===== src/dcpc_pkg.sv =====
package dcpc_pkg;

   // cells at or beyond this index are taken as empty scan positions
   localparam int unsigned DCPC_MAX_CELLS   = 32;
   localparam int unsigned DCPC_QUEUE_DEPTH = 4;

   localparam logic [7:0]  N_SIGMA_X_RESET  = 8'd48;
   localparam logic [7:0]  N_SIGMA_T_RESET  = 8'd48;
   localparam logic [7:0]  LAYER_GAP_RESET  = 8'd20;
   localparam logic [15:0] TIME_SLOPE_RESET = 16'd558;

   typedef enum logic [1:0] {
      CSR_N_SIGMA_X  = 2'd0,
      CSR_N_SIGMA_T  = 2'd1,
      CSR_LAYER_GAP  = 2'd2,
      CSR_TIME_SLOPE = 2'd3
   } csr_index_type;

   typedef struct packed {
      logic [7:0]  n_sigma_x;
      logic [7:0]  n_sigma_t;
      logic [7:0]  layer_gap;
      logic [15:0] time_slope;
   } cfg_type;

   // classified cell, with its own time offset and cut limits worked out
   typedef struct packed {
      logic        hit;
      logic        eog;
      logic [19:0] t;
      logic [15:0] q;
      logic [15:0] x;
      logic [15:0] y;
      logic        down;
      logic [2:0]  col;
      logic [4:0]  cell_no;
      logic [19:0] off_mag;
      logic [23:0] cut_x;
      logic [23:0] cut_t;
   } cell_word_type;

   typedef struct packed {
      logic        pair_kind;
      logic [19:0] out_time;
      logic [15:0] out_charge;
      logic [15:0] out_x;
      logic [15:0] out_y;
      logic [7:0]  out_z;
      logic [2:0]  first_column;
      logic [4:0]  first_cell;
      logic [2:0]  second_column;
      logic [4:0]  second_cell;
      logic        last_of_run;
   } result_type;

endpackage


===== src/dcpc_if.sv =====
interface dcpc_req_if;
   logic               valid;
   logic               ready;
   logic               hit_present;
   logic signed [19:0] hit_time;
   logic [15:0]        hit_charge;
   logic signed [15:0] hit_x;
   logic signed [15:0] hit_y;
   logic [15:0]        spread_x;
   logic [15:0]        spread_t;
   logic               downstream;
   logic [2:0]         column_id;
   logic [4:0]         cell_id;
   logic               end_of_group;

   modport source (
      output valid, hit_present, hit_time, hit_charge, hit_x, hit_y, spread_x, spread_t,
             downstream, column_id, cell_id, end_of_group,
      input  ready
   );
   modport sink (
      input  valid, hit_present, hit_time, hit_charge, hit_x, hit_y, spread_x, spread_t,
             downstream, column_id, cell_id, end_of_group,
      output ready
   );
endinterface

interface dcpc_rsp_if;
   logic               valid;
   logic               ready;
   logic               pair_kind;
   logic signed [19:0] out_time;
   logic [15:0]        out_charge;
   logic signed [15:0] out_x;
   logic signed [15:0] out_y;
   logic signed [7:0]  out_z;
   logic [2:0]         first_column;
   logic [4:0]         first_cell;
   logic [2:0]         second_column;
   logic [4:0]         second_cell;
   logic               last_of_run;

   modport source (
      output valid, pair_kind, out_time, out_charge, out_x, out_y, out_z, first_column,
             first_cell, second_column, second_cell, last_of_run,
      input  ready
   );
   modport sink (
      input  valid, pair_kind, out_time, out_charge, out_x, out_y, out_z, first_column,
             first_cell, second_column, second_cell, last_of_run,
      output ready
   );
endinterface


===== src/detector_cell_pair_clusterer_top.sv =====
// Channel   Dir  Handshake          Word
// req_chan  in   valid/ready        one scanned cell
// rsp_chan  out  valid/ready        one cluster (single or pair)
// csr_*     in   csr_wr_en only     register index and data, no read-back
//
// One cell per cycle enters while neither side stalls; a cell causing two clusters gives two
// output words. Clusters a cell releases reach rsp_chan through the front register, the
// queue, then the output buffer; the output port moving one word a cycle while rsp_chan is
// ready sets the rate.
// Synchronous active-high reset clears the held cell, queue and buffers; registers
// take their defaults. Either side may stall; the queue absorbs front/back skew.
module detector_cell_pair_clusterer_top
   import dcpc_pkg::*;
#(
   parameter int unsigned QUEUE_DEPTH = DCPC_QUEUE_DEPTH
) (
   input  logic        clock,
   input  logic        reset,
   dcpc_req_if.sink    req_chan,
   dcpc_rsp_if.source  rsp_chan,
   input  logic        csr_wr_en,
   input  logic [1:0]  csr_index,
   input  logic [15:0] csr_wr_data
);

   cfg_type       cfg_ff, cfg_in;
   logic          f_valid;
   logic          f_ready;
   cell_word_type f_word;
   logic          b_valid;
   logic          b_ready;
   cell_word_type b_word;

   always_comb begin
      cfg_in = cfg_ff;
      if (csr_wr_en) begin
         case (csr_index)
            CSR_N_SIGMA_X:  cfg_in.n_sigma_x  = csr_wr_data[7:0];
            CSR_N_SIGMA_T:  cfg_in.n_sigma_t  = csr_wr_data[7:0];
            CSR_LAYER_GAP:  cfg_in.layer_gap  = csr_wr_data[7:0];
            CSR_TIME_SLOPE: cfg_in.time_slope = csr_wr_data;
            default:        cfg_in = cfg_ff;
         endcase
      end
   end

   always_ff @(posedge clock) begin
      if (reset) begin
         cfg_ff.n_sigma_x  <= N_SIGMA_X_RESET;
         cfg_ff.n_sigma_t  <= N_SIGMA_T_RESET;
         cfg_ff.layer_gap  <= LAYER_GAP_RESET;
         cfg_ff.time_slope <= TIME_SLOPE_RESET;
      end else begin
         cfg_ff <= cfg_in;
      end
   end

   dcpc_front u_front (
      .clock      (clock),
      .reset      (reset),
      .cfg        (cfg_ff),
      .req_chan   (req_chan),
      .word_valid (f_valid),
      .word_ready (f_ready),
      .word       (f_word)
   );

   dcpc_queue #(
      .DEPTH (QUEUE_DEPTH)
   ) u_queue (
      .clock     (clock),
      .reset     (reset),
      .in_valid  (f_valid),
      .in_ready  (f_ready),
      .in_word   (f_word),
      .out_valid (b_valid),
      .out_ready (b_ready),
      .out_word  (b_word)
   );

   dcpc_back u_back (
      .clock      (clock),
      .reset      (reset),
      .cfg        (cfg_ff),
      .word_valid (b_valid),
      .word_ready (b_ready),
      .word       (b_word),
      .rsp_chan   (rsp_chan)
   );

endmodule


===== src/dcpc_front.sv =====
module dcpc_front
   import dcpc_pkg::*;
(
   input  logic          clock,
   input  logic          reset,
   input  cfg_type       cfg,
   dcpc_req_if.sink      req_chan,
   output logic          word_valid,
   input  logic          word_ready,
   output cell_word_type word
);

   logic          st_valid_ff, st_valid_in;
   cell_word_type st_word_ff, st_word_in;
   logic          accept;
   logic          push;
   logic [20:0]   t_ext;
   logic [20:0]   t_abs;
   logic [35:0]   off_prod;

   assign push           = st_valid_ff && word_ready;
   assign req_chan.ready = !st_valid_ff || word_ready;
   assign accept         = req_chan.valid && req_chan.ready;

   assign t_ext    = {req_chan.hit_time[19], req_chan.hit_time};
   assign t_abs    = t_ext[20] ? (21'd0 - t_ext) : t_ext;
   assign off_prod = {16'd0, t_abs[19:0]} * {20'd0, cfg.time_slope};

   always_comb begin
      st_word_in.hit     = req_chan.hit_present
                           && ({4'd0, req_chan.cell_id} < 9'(DCPC_MAX_CELLS));
      st_word_in.eog     = req_chan.end_of_group;
      st_word_in.t       = req_chan.hit_time;
      st_word_in.q       = req_chan.hit_charge;
      st_word_in.x       = req_chan.hit_x;
      st_word_in.y       = req_chan.hit_y;
      st_word_in.down    = req_chan.downstream;
      st_word_in.col     = req_chan.column_id;
      st_word_in.cell_no = req_chan.cell_id;
      st_word_in.off_mag = off_prod[35:16];
      st_word_in.cut_x   = {8'd0, req_chan.spread_x} * {16'd0, cfg.n_sigma_x};
      st_word_in.cut_t   = {8'd0, req_chan.spread_t} * {16'd0, cfg.n_sigma_t};
   end

   always_comb begin
      st_valid_in = st_valid_ff;
      if (accept) begin
         st_valid_in = 1'b1;
      end else if (push) begin
         st_valid_in = 1'b0;
      end
   end

   always_ff @(posedge clock) begin
      if (reset) begin
         st_valid_ff <= 1'b0;
      end else begin
         st_valid_ff <= st_valid_in;
      end
   end

   always_ff @(posedge clock) begin
      if (accept) begin
         st_word_ff <= st_word_in;
      end
   end

   assign word_valid = st_valid_ff;
   assign word       = st_word_ff;

endmodule


===== src/dcpc_queue.sv =====
module dcpc_queue
   import dcpc_pkg::*;
#(
   parameter int unsigned DEPTH = DCPC_QUEUE_DEPTH
) (
   input  logic          clock,
   input  logic          reset,
   input  logic          in_valid,
   output logic          in_ready,
   input  cell_word_type in_word,
   output logic          out_valid,
   input  logic          out_ready,
   output cell_word_type out_word
);

   localparam int unsigned PtrW = (DEPTH > 1) ? $clog2(DEPTH) : 1;
   localparam int unsigned CntW = $clog2(DEPTH + 1);

   cell_word_type         mem_ff [DEPTH];
   logic [PtrW-1:0]       wr_ptr_ff, wr_ptr_in;
   logic [PtrW-1:0]       rd_ptr_ff, rd_ptr_in;
   logic [CntW-1:0]       cnt_ff, cnt_in;
   logic                  push;
   logic                  pop;

   assign in_ready  = (cnt_ff != CntW'(DEPTH));
   assign out_valid = (cnt_ff != '0);
   assign push      = in_valid && in_ready;
   assign pop       = out_valid && out_ready;
   assign out_word  = mem_ff[rd_ptr_ff];

   always_comb begin
      wr_ptr_in = wr_ptr_ff;
      rd_ptr_in = rd_ptr_ff;
      if (push) begin
         wr_ptr_in = (wr_ptr_ff == PtrW'(DEPTH - 1)) ? '0 : wr_ptr_ff + PtrW'(1);
      end
      if (pop) begin
         rd_ptr_in = (rd_ptr_ff == PtrW'(DEPTH - 1)) ? '0 : rd_ptr_ff + PtrW'(1);
      end
      cnt_in = cnt_ff + CntW'(push) - CntW'(pop);
   end

   always_ff @(posedge clock) begin
      if (reset) begin
         wr_ptr_ff <= '0;
         rd_ptr_ff <= '0;
         cnt_ff    <= '0;
      end else begin
         wr_ptr_ff <= wr_ptr_in;
         rd_ptr_ff <= rd_ptr_in;
         cnt_ff    <= cnt_in;
      end
   end

   always_ff @(posedge clock) begin
      if (push) begin
         mem_ff[wr_ptr_ff] <= in_word;
      end
   end

endmodule


===== src/dcpc_back.sv =====
module dcpc_back
   import dcpc_pkg::*;
(
   input  logic          clock,
   input  logic          reset,
   input  cfg_type       cfg,
   input  logic          word_valid,
   output logic          word_ready,
   input  cell_word_type word,
   dcpc_rsp_if.source    rsp_chan
);

   logic          held_valid_ff, held_valid_in;
   logic          held_consumed_ff, held_consumed_in;
   cell_word_type held_ff;

   result_type    slot0_ff, slot0_in;
   result_type    slot1_ff, slot1_in;
   logic [1:0]    rsp_cnt_ff, rsp_cnt_in;

   logic          drain;
   logic          pop;
   logic [1:0]    cnt_keep;
   logic [1:0]    n_new;
   result_type    keep0;
   result_type    res_a;
   result_type    res_b;
   result_type    new0;

   logic [16:0]   dx;
   logic [16:0]   adx;
   logic [20:0]   off_s;
   logic [22:0]   dt_base;
   logic [22:0]   dt;
   logic [22:0]   adt;
   logic          x_ok;
   logic          t_ok;
   logic          pairs;
   logic          res_a_ok;
   logic          res_b_ok;
   logic          swap;
   logic [20:0]   t_sum;
   logic [16:0]   q_sum;
   logic [16:0]   x_sum;
   logic [16:0]   y_sum;
   logic [7:0]    z_half;
   logic [7:0]    z_held;
   logic [7:0]    z_cur;

   // cuts against the held cell's spreads and layer-corrected time
   assign dx    = {held_ff.x[15], held_ff.x} - {word.x[15], word.x};
   assign adx   = dx[16] ? (17'd0 - dx) : dx;
   assign off_s = held_ff.t[19] ? (21'd0 - {1'b0, held_ff.off_mag}) : {1'b0, held_ff.off_mag};
   assign dt_base = word.down ? ({{3{held_ff.t[19]}}, held_ff.t} + {{2{off_s[20]}}, off_s})
                              : ({{3{held_ff.t[19]}}, held_ff.t} - {{2{off_s[20]}}, off_s});
   assign dt    = dt_base - {{3{word.t[19]}}, word.t};
   assign adt   = dt[22] ? (23'd0 - dt) : dt;
   assign x_ok  = {3'd0, adx, 4'd0} < held_ff.cut_x;
   assign t_ok  = {adt, 4'd0} < {3'd0, held_ff.cut_t};
   assign pairs = held_valid_ff && word.hit && x_ok && t_ok;

   assign res_a_ok = held_valid_ff && (pairs || !held_consumed_ff);
   assign res_b_ok = word.hit && word.eog && !pairs;

   assign t_sum  = {held_ff.t[19], held_ff.t} + {word.t[19], word.t};
   assign q_sum  = {1'b0, held_ff.q} + {1'b0, word.q};
   assign x_sum  = {held_ff.x[15], held_ff.x} + {word.x[15], word.x};
   assign y_sum  = {held_ff.y[15], held_ff.y} + {word.y[15], word.y};
   assign z_half = {1'b0, cfg.layer_gap[7:1]};
   assign z_held = held_ff.down ? (8'd0 - z_half) : z_half;
   assign z_cur  = word.down ? (8'd0 - z_half) : z_half;
   // upstream cell first, held cell first when both claim one layer
   assign swap   = held_ff.down && !word.down;

   always_comb begin
      res_a.last_of_run = !res_b_ok;
      if (pairs) begin
         res_a.pair_kind  = 1'b1;
         res_a.out_time   = t_sum[20:1];
         res_a.out_charge = q_sum[16:1];
         res_a.out_x      = x_sum[16:1];
         res_a.out_y      = y_sum[16:1];
         res_a.out_z      = 8'd0;
         if (swap) begin
            res_a.first_column  = word.col;
            res_a.first_cell    = word.cell_no;
            res_a.second_column = held_ff.col;
            res_a.second_cell   = held_ff.cell_no;
         end else begin
            res_a.first_column  = held_ff.col;
            res_a.first_cell    = held_ff.cell_no;
            res_a.second_column = word.col;
            res_a.second_cell   = word.cell_no;
         end
      end else begin
         res_a.pair_kind     = 1'b0;
         res_a.out_time      = held_ff.t;
         res_a.out_charge    = held_ff.q;
         res_a.out_x         = held_ff.x;
         res_a.out_y         = held_ff.y;
         res_a.out_z         = z_held;
         res_a.first_column  = held_ff.col;
         res_a.first_cell    = held_ff.cell_no;
         res_a.second_column = 3'd0;
         res_a.second_cell   = 5'd0;
      end
   end

   always_comb begin
      res_b.pair_kind     = 1'b0;
      res_b.out_time      = word.t;
      res_b.out_charge    = word.q;
      res_b.out_x         = word.x;
      res_b.out_y         = word.y;
      res_b.out_z         = z_cur;
      res_b.first_column  = word.col;
      res_b.first_cell    = word.cell_no;
      res_b.second_column = 3'd0;
      res_b.second_cell   = 5'd0;
      res_b.last_of_run   = 1'b1;
   end

   // two-slot output buffer, slot0 faces the port
   assign drain      = rsp_chan.valid && rsp_chan.ready;
   assign cnt_keep   = rsp_cnt_ff - {1'b0, drain};
   assign n_new      = {1'b0, res_a_ok} + {1'b0, res_b_ok};
   assign word_ready = ({1'b0, cnt_keep} + {1'b0, n_new}) <= 3'd2;
   assign pop        = word_valid && word_ready;
   assign keep0      = drain ? slot1_ff : slot0_ff;
   assign new0       = res_a_ok ? res_a : res_b;

   always_comb begin
      case (cnt_keep)
         2'd0: begin
            slot0_in = new0;
            slot1_in = res_b;
         end
         2'd1: begin
            slot0_in = keep0;
            slot1_in = new0;
         end
         default: begin
            slot0_in = slot0_ff;
            slot1_in = slot1_ff;
         end
      endcase
      rsp_cnt_in = cnt_keep + (pop ? n_new : 2'd0);
   end

   always_comb begin
      held_valid_in    = held_valid_ff;
      held_consumed_in = held_consumed_ff;
      if (pop) begin
         held_valid_in    = word.hit && !word.eog;
         held_consumed_in = word.hit && !word.eog && pairs;
      end
   end

   always_ff @(posedge clock) begin
      if (reset) begin
         held_valid_ff    <= 1'b0;
         held_consumed_ff <= 1'b0;
         rsp_cnt_ff       <= 2'd0;
      end else begin
         held_valid_ff    <= held_valid_in;
         held_consumed_ff <= held_consumed_in;
         rsp_cnt_ff       <= rsp_cnt_in;
      end
   end

   always_ff @(posedge clock) begin
      slot0_ff <= slot0_in;
      slot1_ff <= slot1_in;
      if (pop) begin
         held_ff <= word;
      end
   end

   assign rsp_chan.valid         = (rsp_cnt_ff != 2'd0);
   assign rsp_chan.pair_kind     = slot0_ff.pair_kind;
   assign rsp_chan.out_time      = slot0_ff.out_time;
   assign rsp_chan.out_charge    = slot0_ff.out_charge;
   assign rsp_chan.out_x         = slot0_ff.out_x;
   assign rsp_chan.out_y         = slot0_ff.out_y;
   assign rsp_chan.out_z         = slot0_ff.out_z;
   assign rsp_chan.first_column  = slot0_ff.first_column;
   assign rsp_chan.first_cell    = slot0_ff.first_cell;
   assign rsp_chan.second_column = slot0_ff.second_column;
   assign rsp_chan.second_cell   = slot0_ff.second_cell;
   assign rsp_chan.last_of_run   = slot0_ff.last_of_run;

`ifndef SYNTHESIS
   a_consumed_needs_held: assert property (@(posedge clock) disable iff (reset)
      held_consumed_ff |-> held_valid_ff)
      else $error("consumed flag set with no held cell");

   a_buffer_bound: assert property (@(posedge clock) disable iff (reset)
      rsp_cnt_ff != 2'd3)
      else $error("output buffer overfilled");

   a_double_shows: assert property (@(posedge clock) disable iff (reset)
      (pop && res_a_ok && res_b_ok) |=> (rsp_cnt_ff == 2'd2) && !rsp_chan.last_of_run)
      else $error("two-word run not buffered in order");

   a_single_second_zero: assert property (@(posedge clock) disable iff (reset)
      (rsp_chan.valid && !rsp_chan.pair_kind) |->
         (rsp_chan.second_column == 3'd0) && (rsp_chan.second_cell == 5'd0))
      else $error("single cluster carries a second cell");
`endif

endmodule


===== src/flat_wrapper.sv =====
// flat-port wrapper written by rule: the top's interface ports become plain ports
module detector_cell_pair_clusterer_top_flat import dcpc_pkg::*;
#(
   parameter int unsigned QUEUE_DEPTH = DCPC_QUEUE_DEPTH
)
  (clock, reset, csr_wr_en, csr_index, csr_wr_data, req_chan_valid, req_chan_hit_present, req_chan_hit_time, req_chan_hit_charge, req_chan_hit_x, req_chan_hit_y, req_chan_spread_x, req_chan_spread_t, req_chan_downstream, req_chan_column_id, req_chan_cell_id, req_chan_end_of_group, req_chan_ready, rsp_chan_valid, rsp_chan_pair_kind, rsp_chan_out_time, rsp_chan_out_charge, rsp_chan_out_x, rsp_chan_out_y, rsp_chan_out_z, rsp_chan_first_column, rsp_chan_first_cell, rsp_chan_second_column, rsp_chan_second_cell, rsp_chan_last_of_run, rsp_chan_ready);
  dcpc_req_if req_chan_i ();
  dcpc_rsp_if rsp_chan_i ();
  input  logic clock;
  input  logic reset;
  input  logic csr_wr_en;
  input  logic [1:0] csr_index;
  input  logic [15:0] csr_wr_data;
  input wire logic [$bits(req_chan_i.valid)-1:0] req_chan_valid;
  input wire logic [$bits(req_chan_i.hit_present)-1:0] req_chan_hit_present;
  input wire logic [$bits(req_chan_i.hit_time)-1:0] req_chan_hit_time;
  input wire logic [$bits(req_chan_i.hit_charge)-1:0] req_chan_hit_charge;
  input wire logic [$bits(req_chan_i.hit_x)-1:0] req_chan_hit_x;
  input wire logic [$bits(req_chan_i.hit_y)-1:0] req_chan_hit_y;
  input wire logic [$bits(req_chan_i.spread_x)-1:0] req_chan_spread_x;
  input wire logic [$bits(req_chan_i.spread_t)-1:0] req_chan_spread_t;
  input wire logic [$bits(req_chan_i.downstream)-1:0] req_chan_downstream;
  input wire logic [$bits(req_chan_i.column_id)-1:0] req_chan_column_id;
  input wire logic [$bits(req_chan_i.cell_id)-1:0] req_chan_cell_id;
  input wire logic [$bits(req_chan_i.end_of_group)-1:0] req_chan_end_of_group;
  output wire logic [$bits(req_chan_i.ready)-1:0] req_chan_ready;
  output wire logic [$bits(rsp_chan_i.valid)-1:0] rsp_chan_valid;
  output wire logic [$bits(rsp_chan_i.pair_kind)-1:0] rsp_chan_pair_kind;
  output wire logic [$bits(rsp_chan_i.out_time)-1:0] rsp_chan_out_time;
  output wire logic [$bits(rsp_chan_i.out_charge)-1:0] rsp_chan_out_charge;
  output wire logic [$bits(rsp_chan_i.out_x)-1:0] rsp_chan_out_x;
  output wire logic [$bits(rsp_chan_i.out_y)-1:0] rsp_chan_out_y;
  output wire logic [$bits(rsp_chan_i.out_z)-1:0] rsp_chan_out_z;
  output wire logic [$bits(rsp_chan_i.first_column)-1:0] rsp_chan_first_column;
  output wire logic [$bits(rsp_chan_i.first_cell)-1:0] rsp_chan_first_cell;
  output wire logic [$bits(rsp_chan_i.second_column)-1:0] rsp_chan_second_column;
  output wire logic [$bits(rsp_chan_i.second_cell)-1:0] rsp_chan_second_cell;
  output wire logic [$bits(rsp_chan_i.last_of_run)-1:0] rsp_chan_last_of_run;
  input wire logic [$bits(rsp_chan_i.ready)-1:0] rsp_chan_ready;
  assign req_chan_i.valid = req_chan_valid;
  assign req_chan_i.hit_present = req_chan_hit_present;
  assign req_chan_i.hit_time = req_chan_hit_time;
  assign req_chan_i.hit_charge = req_chan_hit_charge;
  assign req_chan_i.hit_x = req_chan_hit_x;
  assign req_chan_i.hit_y = req_chan_hit_y;
  assign req_chan_i.spread_x = req_chan_spread_x;
  assign req_chan_i.spread_t = req_chan_spread_t;
  assign req_chan_i.downstream = req_chan_downstream;
  assign req_chan_i.column_id = req_chan_column_id;
  assign req_chan_i.cell_id = req_chan_cell_id;
  assign req_chan_i.end_of_group = req_chan_end_of_group;
  assign req_chan_ready = req_chan_i.ready;
  assign rsp_chan_valid = rsp_chan_i.valid;
  assign rsp_chan_pair_kind = rsp_chan_i.pair_kind;
  assign rsp_chan_out_time = rsp_chan_i.out_time;
  assign rsp_chan_out_charge = rsp_chan_i.out_charge;
  assign rsp_chan_out_x = rsp_chan_i.out_x;
  assign rsp_chan_out_y = rsp_chan_i.out_y;
  assign rsp_chan_out_z = rsp_chan_i.out_z;
  assign rsp_chan_first_column = rsp_chan_i.first_column;
  assign rsp_chan_first_cell = rsp_chan_i.first_cell;
  assign rsp_chan_second_column = rsp_chan_i.second_column;
  assign rsp_chan_second_cell = rsp_chan_i.second_cell;
  assign rsp_chan_last_of_run = rsp_chan_i.last_of_run;
  assign rsp_chan_i.ready = rsp_chan_ready;
  detector_cell_pair_clusterer_top #(.QUEUE_DEPTH(QUEUE_DEPTH)) u_core (.clock(clock), .reset(reset), .req_chan(req_chan_i), .rsp_chan(rsp_chan_i), .csr_wr_en(csr_wr_en), .csr_index(csr_index), .csr_wr_data(csr_wr_data));
endmodule

===== config.mk =====
export PLATFORM = sky130hd
export DESIGN_NAME = detector_cell_pair_clusterer_top_flat
export DESIGN_NICKNAME = d
export VERILOG_FILES = /design/src/dcpc_pkg.sv /design/src/dcpc_if.sv /design/src/detector_cell_pair_clusterer_top.sv /design/src/dcpc_front.sv /design/src/dcpc_queue.sv /design/src/dcpc_back.sv /design/src/flat_wrapper.sv
export SDC_FILE = /design/constraint.sdc
export NUM_CORES = 2
export LEC_CHECK = 0
export BUFFER_PORTS_ARGS = -buffer_cell sky130_fd_sc_hd__buf_4
export CORE_MARGIN = 5
export CORE_UTILIZATION = 40
export DETAILED_ROUTE_END_ITERATION = 8
export HOLD_SLACK_MARGIN = 0.03
export PLACE_DENSITY = 0.62
export SLEW_MARGIN = 10
export SYNTH_ARGS = -nofsm -noshare
export SYNTH_HDL_FRONTEND = slang
export SYNTH_HIERARCHICAL = 1
export SYNTH_SLANG_ARGS = --single-unit

===== constraint.sdc =====
create_clock -name clock -period 17.6 [get_ports clock]
set_input_delay 3.52 -clock clock [delete_from_list [all_inputs] [get_ports clock]]
set_output_delay 3.52 -clock clock [all_outputs]
set_load 0.005 [all_outputs]

==> results.py <==
metrics = {
    "synth": {
        "netlist_area_um2": 69200,
        "yosysWarnings": 6,
        "syn_inst": 5464,
        "syn-num-nets": 6398,
        "synth.avg_cell_area_um2": 12.7,
    },
    "critical_path": {
        "slowest_delay_ns": 0.87,
        "required_ns": 17.94,
        "rr_worst_depth": 47,
        "critPathLaunchType": "flip-flop",
        "slowest_stage": "mux4_2",
        "cp_common_cell": "o21ai_0",
        "critPathKind": "reg -> reg",
        "worst_setup_path_end_kind": "flip-flop",
        "path_max_fanout": 88,
        "cp_data_arrival_time_ns": 13.93,
    },
    "sta": {
        "slew_violations": 0,
        "rsz0062_at_grt": "false",
        "fin_setup_tns_ns": 0,
        "hold_slack_ns": 0.491,
        "fin_crit_ns": 13.59,
        "fmax_ghz": 0.0736,
        "finalHoldViolCount": 0,
        "worstMarginPinSlew_ns": 1.19,
        "slew_headroom_pct": 20.2,
        "fin_worst_skew_ns": 0.0325,
        "finalSetupViolations": 0,
        "finalCritPeriodShare_pct": 77.2,
    },
    "route": {
        "dr_total_vias": 42700,
        "drt_iter0_drc": 3076,
        "drt_wl_total_um": 169000,
        "post_drt_wl_per_cell_um": 20.9,
        "ant_nets": 0,
        "drc": 0,
        "firstDrtPassIters": 6,
        "vias_per_cell": 5.29,
    },
    "global_routing": {
        "grt-ovfl-total": 0,
        "grt_pass1_vias": 44000,
        "grt_pass1_wl_um": 262000,
        "grt_antenna_before_repair": 5,
        "grt_max_degree": 89,
        "gr-usage-all-layers_pct": 18.6,
    },
    "floorplan": {
        "die_h_um": 426,
        "ios": 230,
        "rows": 152,
        "die_w_um": 426,
        "start_util_pct": 40.3,
        "die-area_um2": 181000,
        "core_um2": 172000,
    },
    "clock_network": {
        "ctsLongestPathBuffers": 3,
        "cts_sinks": 1121,
        "cts-resized-gates": 0,
        "path_clk_slew_ns": 0.06,
        "root_buffer": "clkbuf_16",
        "clk_latency_ns": 0.74,
        "cts_hold_buf": 0,
        "tritoncts": "yes",
        "cts_setup_buffers": 0,
        "h-tree-depth": 3,
        "cts_buffers": 111,
    },
    "flow_run": {
        "max_cap_viol_count": 0,
    },
    "place": {
        "hpwl_um": 120000,
        "routabilityCongestion": 0.875,
        "portBuffers": 229,
    },
    "finish": {
        "final_common_cell": "edfxtp_1",
        "fill_cells": 15600,
        "nets": 6580,
        "final_cell_mix": "edfxtp_1 (1068), inv_1 (606), nand2_1 (482)",
        "area_delta_synth_final_pct": 11.5,
        "layout-drive-gt1-share_pct": 13.7,
    },
    "hold_path": {
        "holdPathStages": 0,
        "hold_path_class": "reg -> reg",
    },
    "outcome": {
        "status": "complete, no violations",
    },
}
## critical path, delay by kind of cell (launching register included)
kind	cells	cell delay, ns
AO/OA/AOI/OAI	22	4.96
buffers and inverters	7	2.37
adder cells (fa/ha/maj)	6	2.03
AND/OR/NAND/NOR	9	1.75
multiplexers	1	0.87
flip-flops	1	0.76
XOR/XNOR	2	0.35
## per-stage QoR
stage                     utilization, %  area (um^2)  setup WS [ns]  cells
after floorplan                        -        69200           4.35   5464
after global placement              42.7        73300           4.24   7843
after detailed placement            42.7        73300           4.12   7843
after CTS                           44.9        77100           4.08   8054
after global routing                44.9        77100           2.95   8055
final                               44.9        77100           4.01   8058
## sequential cells by signal (all words and copies together), names as in the netlist, 20 cells and up, named ones only
register                         cells
u_core/u_back/held_ff              145
u_core/u_queue/mem_ff              588
u_core/u_back/slot1_ff              94
u_core/u_front/word                147
u_core/u_back/rsp_chan.out_time     20
u_core/cfg_ff                       39
## final timing paths
check,from,to,slack (ns)
max,flip-flop,u_core/u_back/held_ff[47],4.01
min,u_core/u_front/word[143],u_core/u_queue/mem_ff[0][143],0.49
max reg2reg,flip-flop,u_core/u_back/held_ff[47],4.01
min reg2reg,u_core/u_front/word[143],u_core/u_queue/mem_ff[0][143],0.49
## routing by layer
metal | vias to the layer above | track usage, % | wire length (um) | share of wire [%]
met1 | 21800 | 26.3 | 77300 | 46
li1 | 19600 | - | - | -
met3 | 148 | 3.67 | 10200 | 6.1
met2 | 1116 | 30.2 | 78700 | 47
met5 | - | 0 | 0 | 0
met4 | 0 | 3.36 | 2530 | 1.5
## cell type report
type / count / area, um^2 / area share [%]
Multi-Input combinational cell: 3531 / 33000 / 42.7
Antenna cell: 4 / 10.0 / 0.0130
Clock buffer: 147 / 3030 / 3.92
Sequential cell: 1121 / 33100 / 43.0
Inverter: 608 / 2290 / 2.97
Tap cell: 2310 / 2890 / 3.75
Clock inverter: 64 / 757 / 0.981
Timing Repair Buffer: 273 / 2060 / 2.67
Power is left out: the tool's default activity adds up to more than one toggle a clock period on the data nets, which glitch-free logic cannot reach.
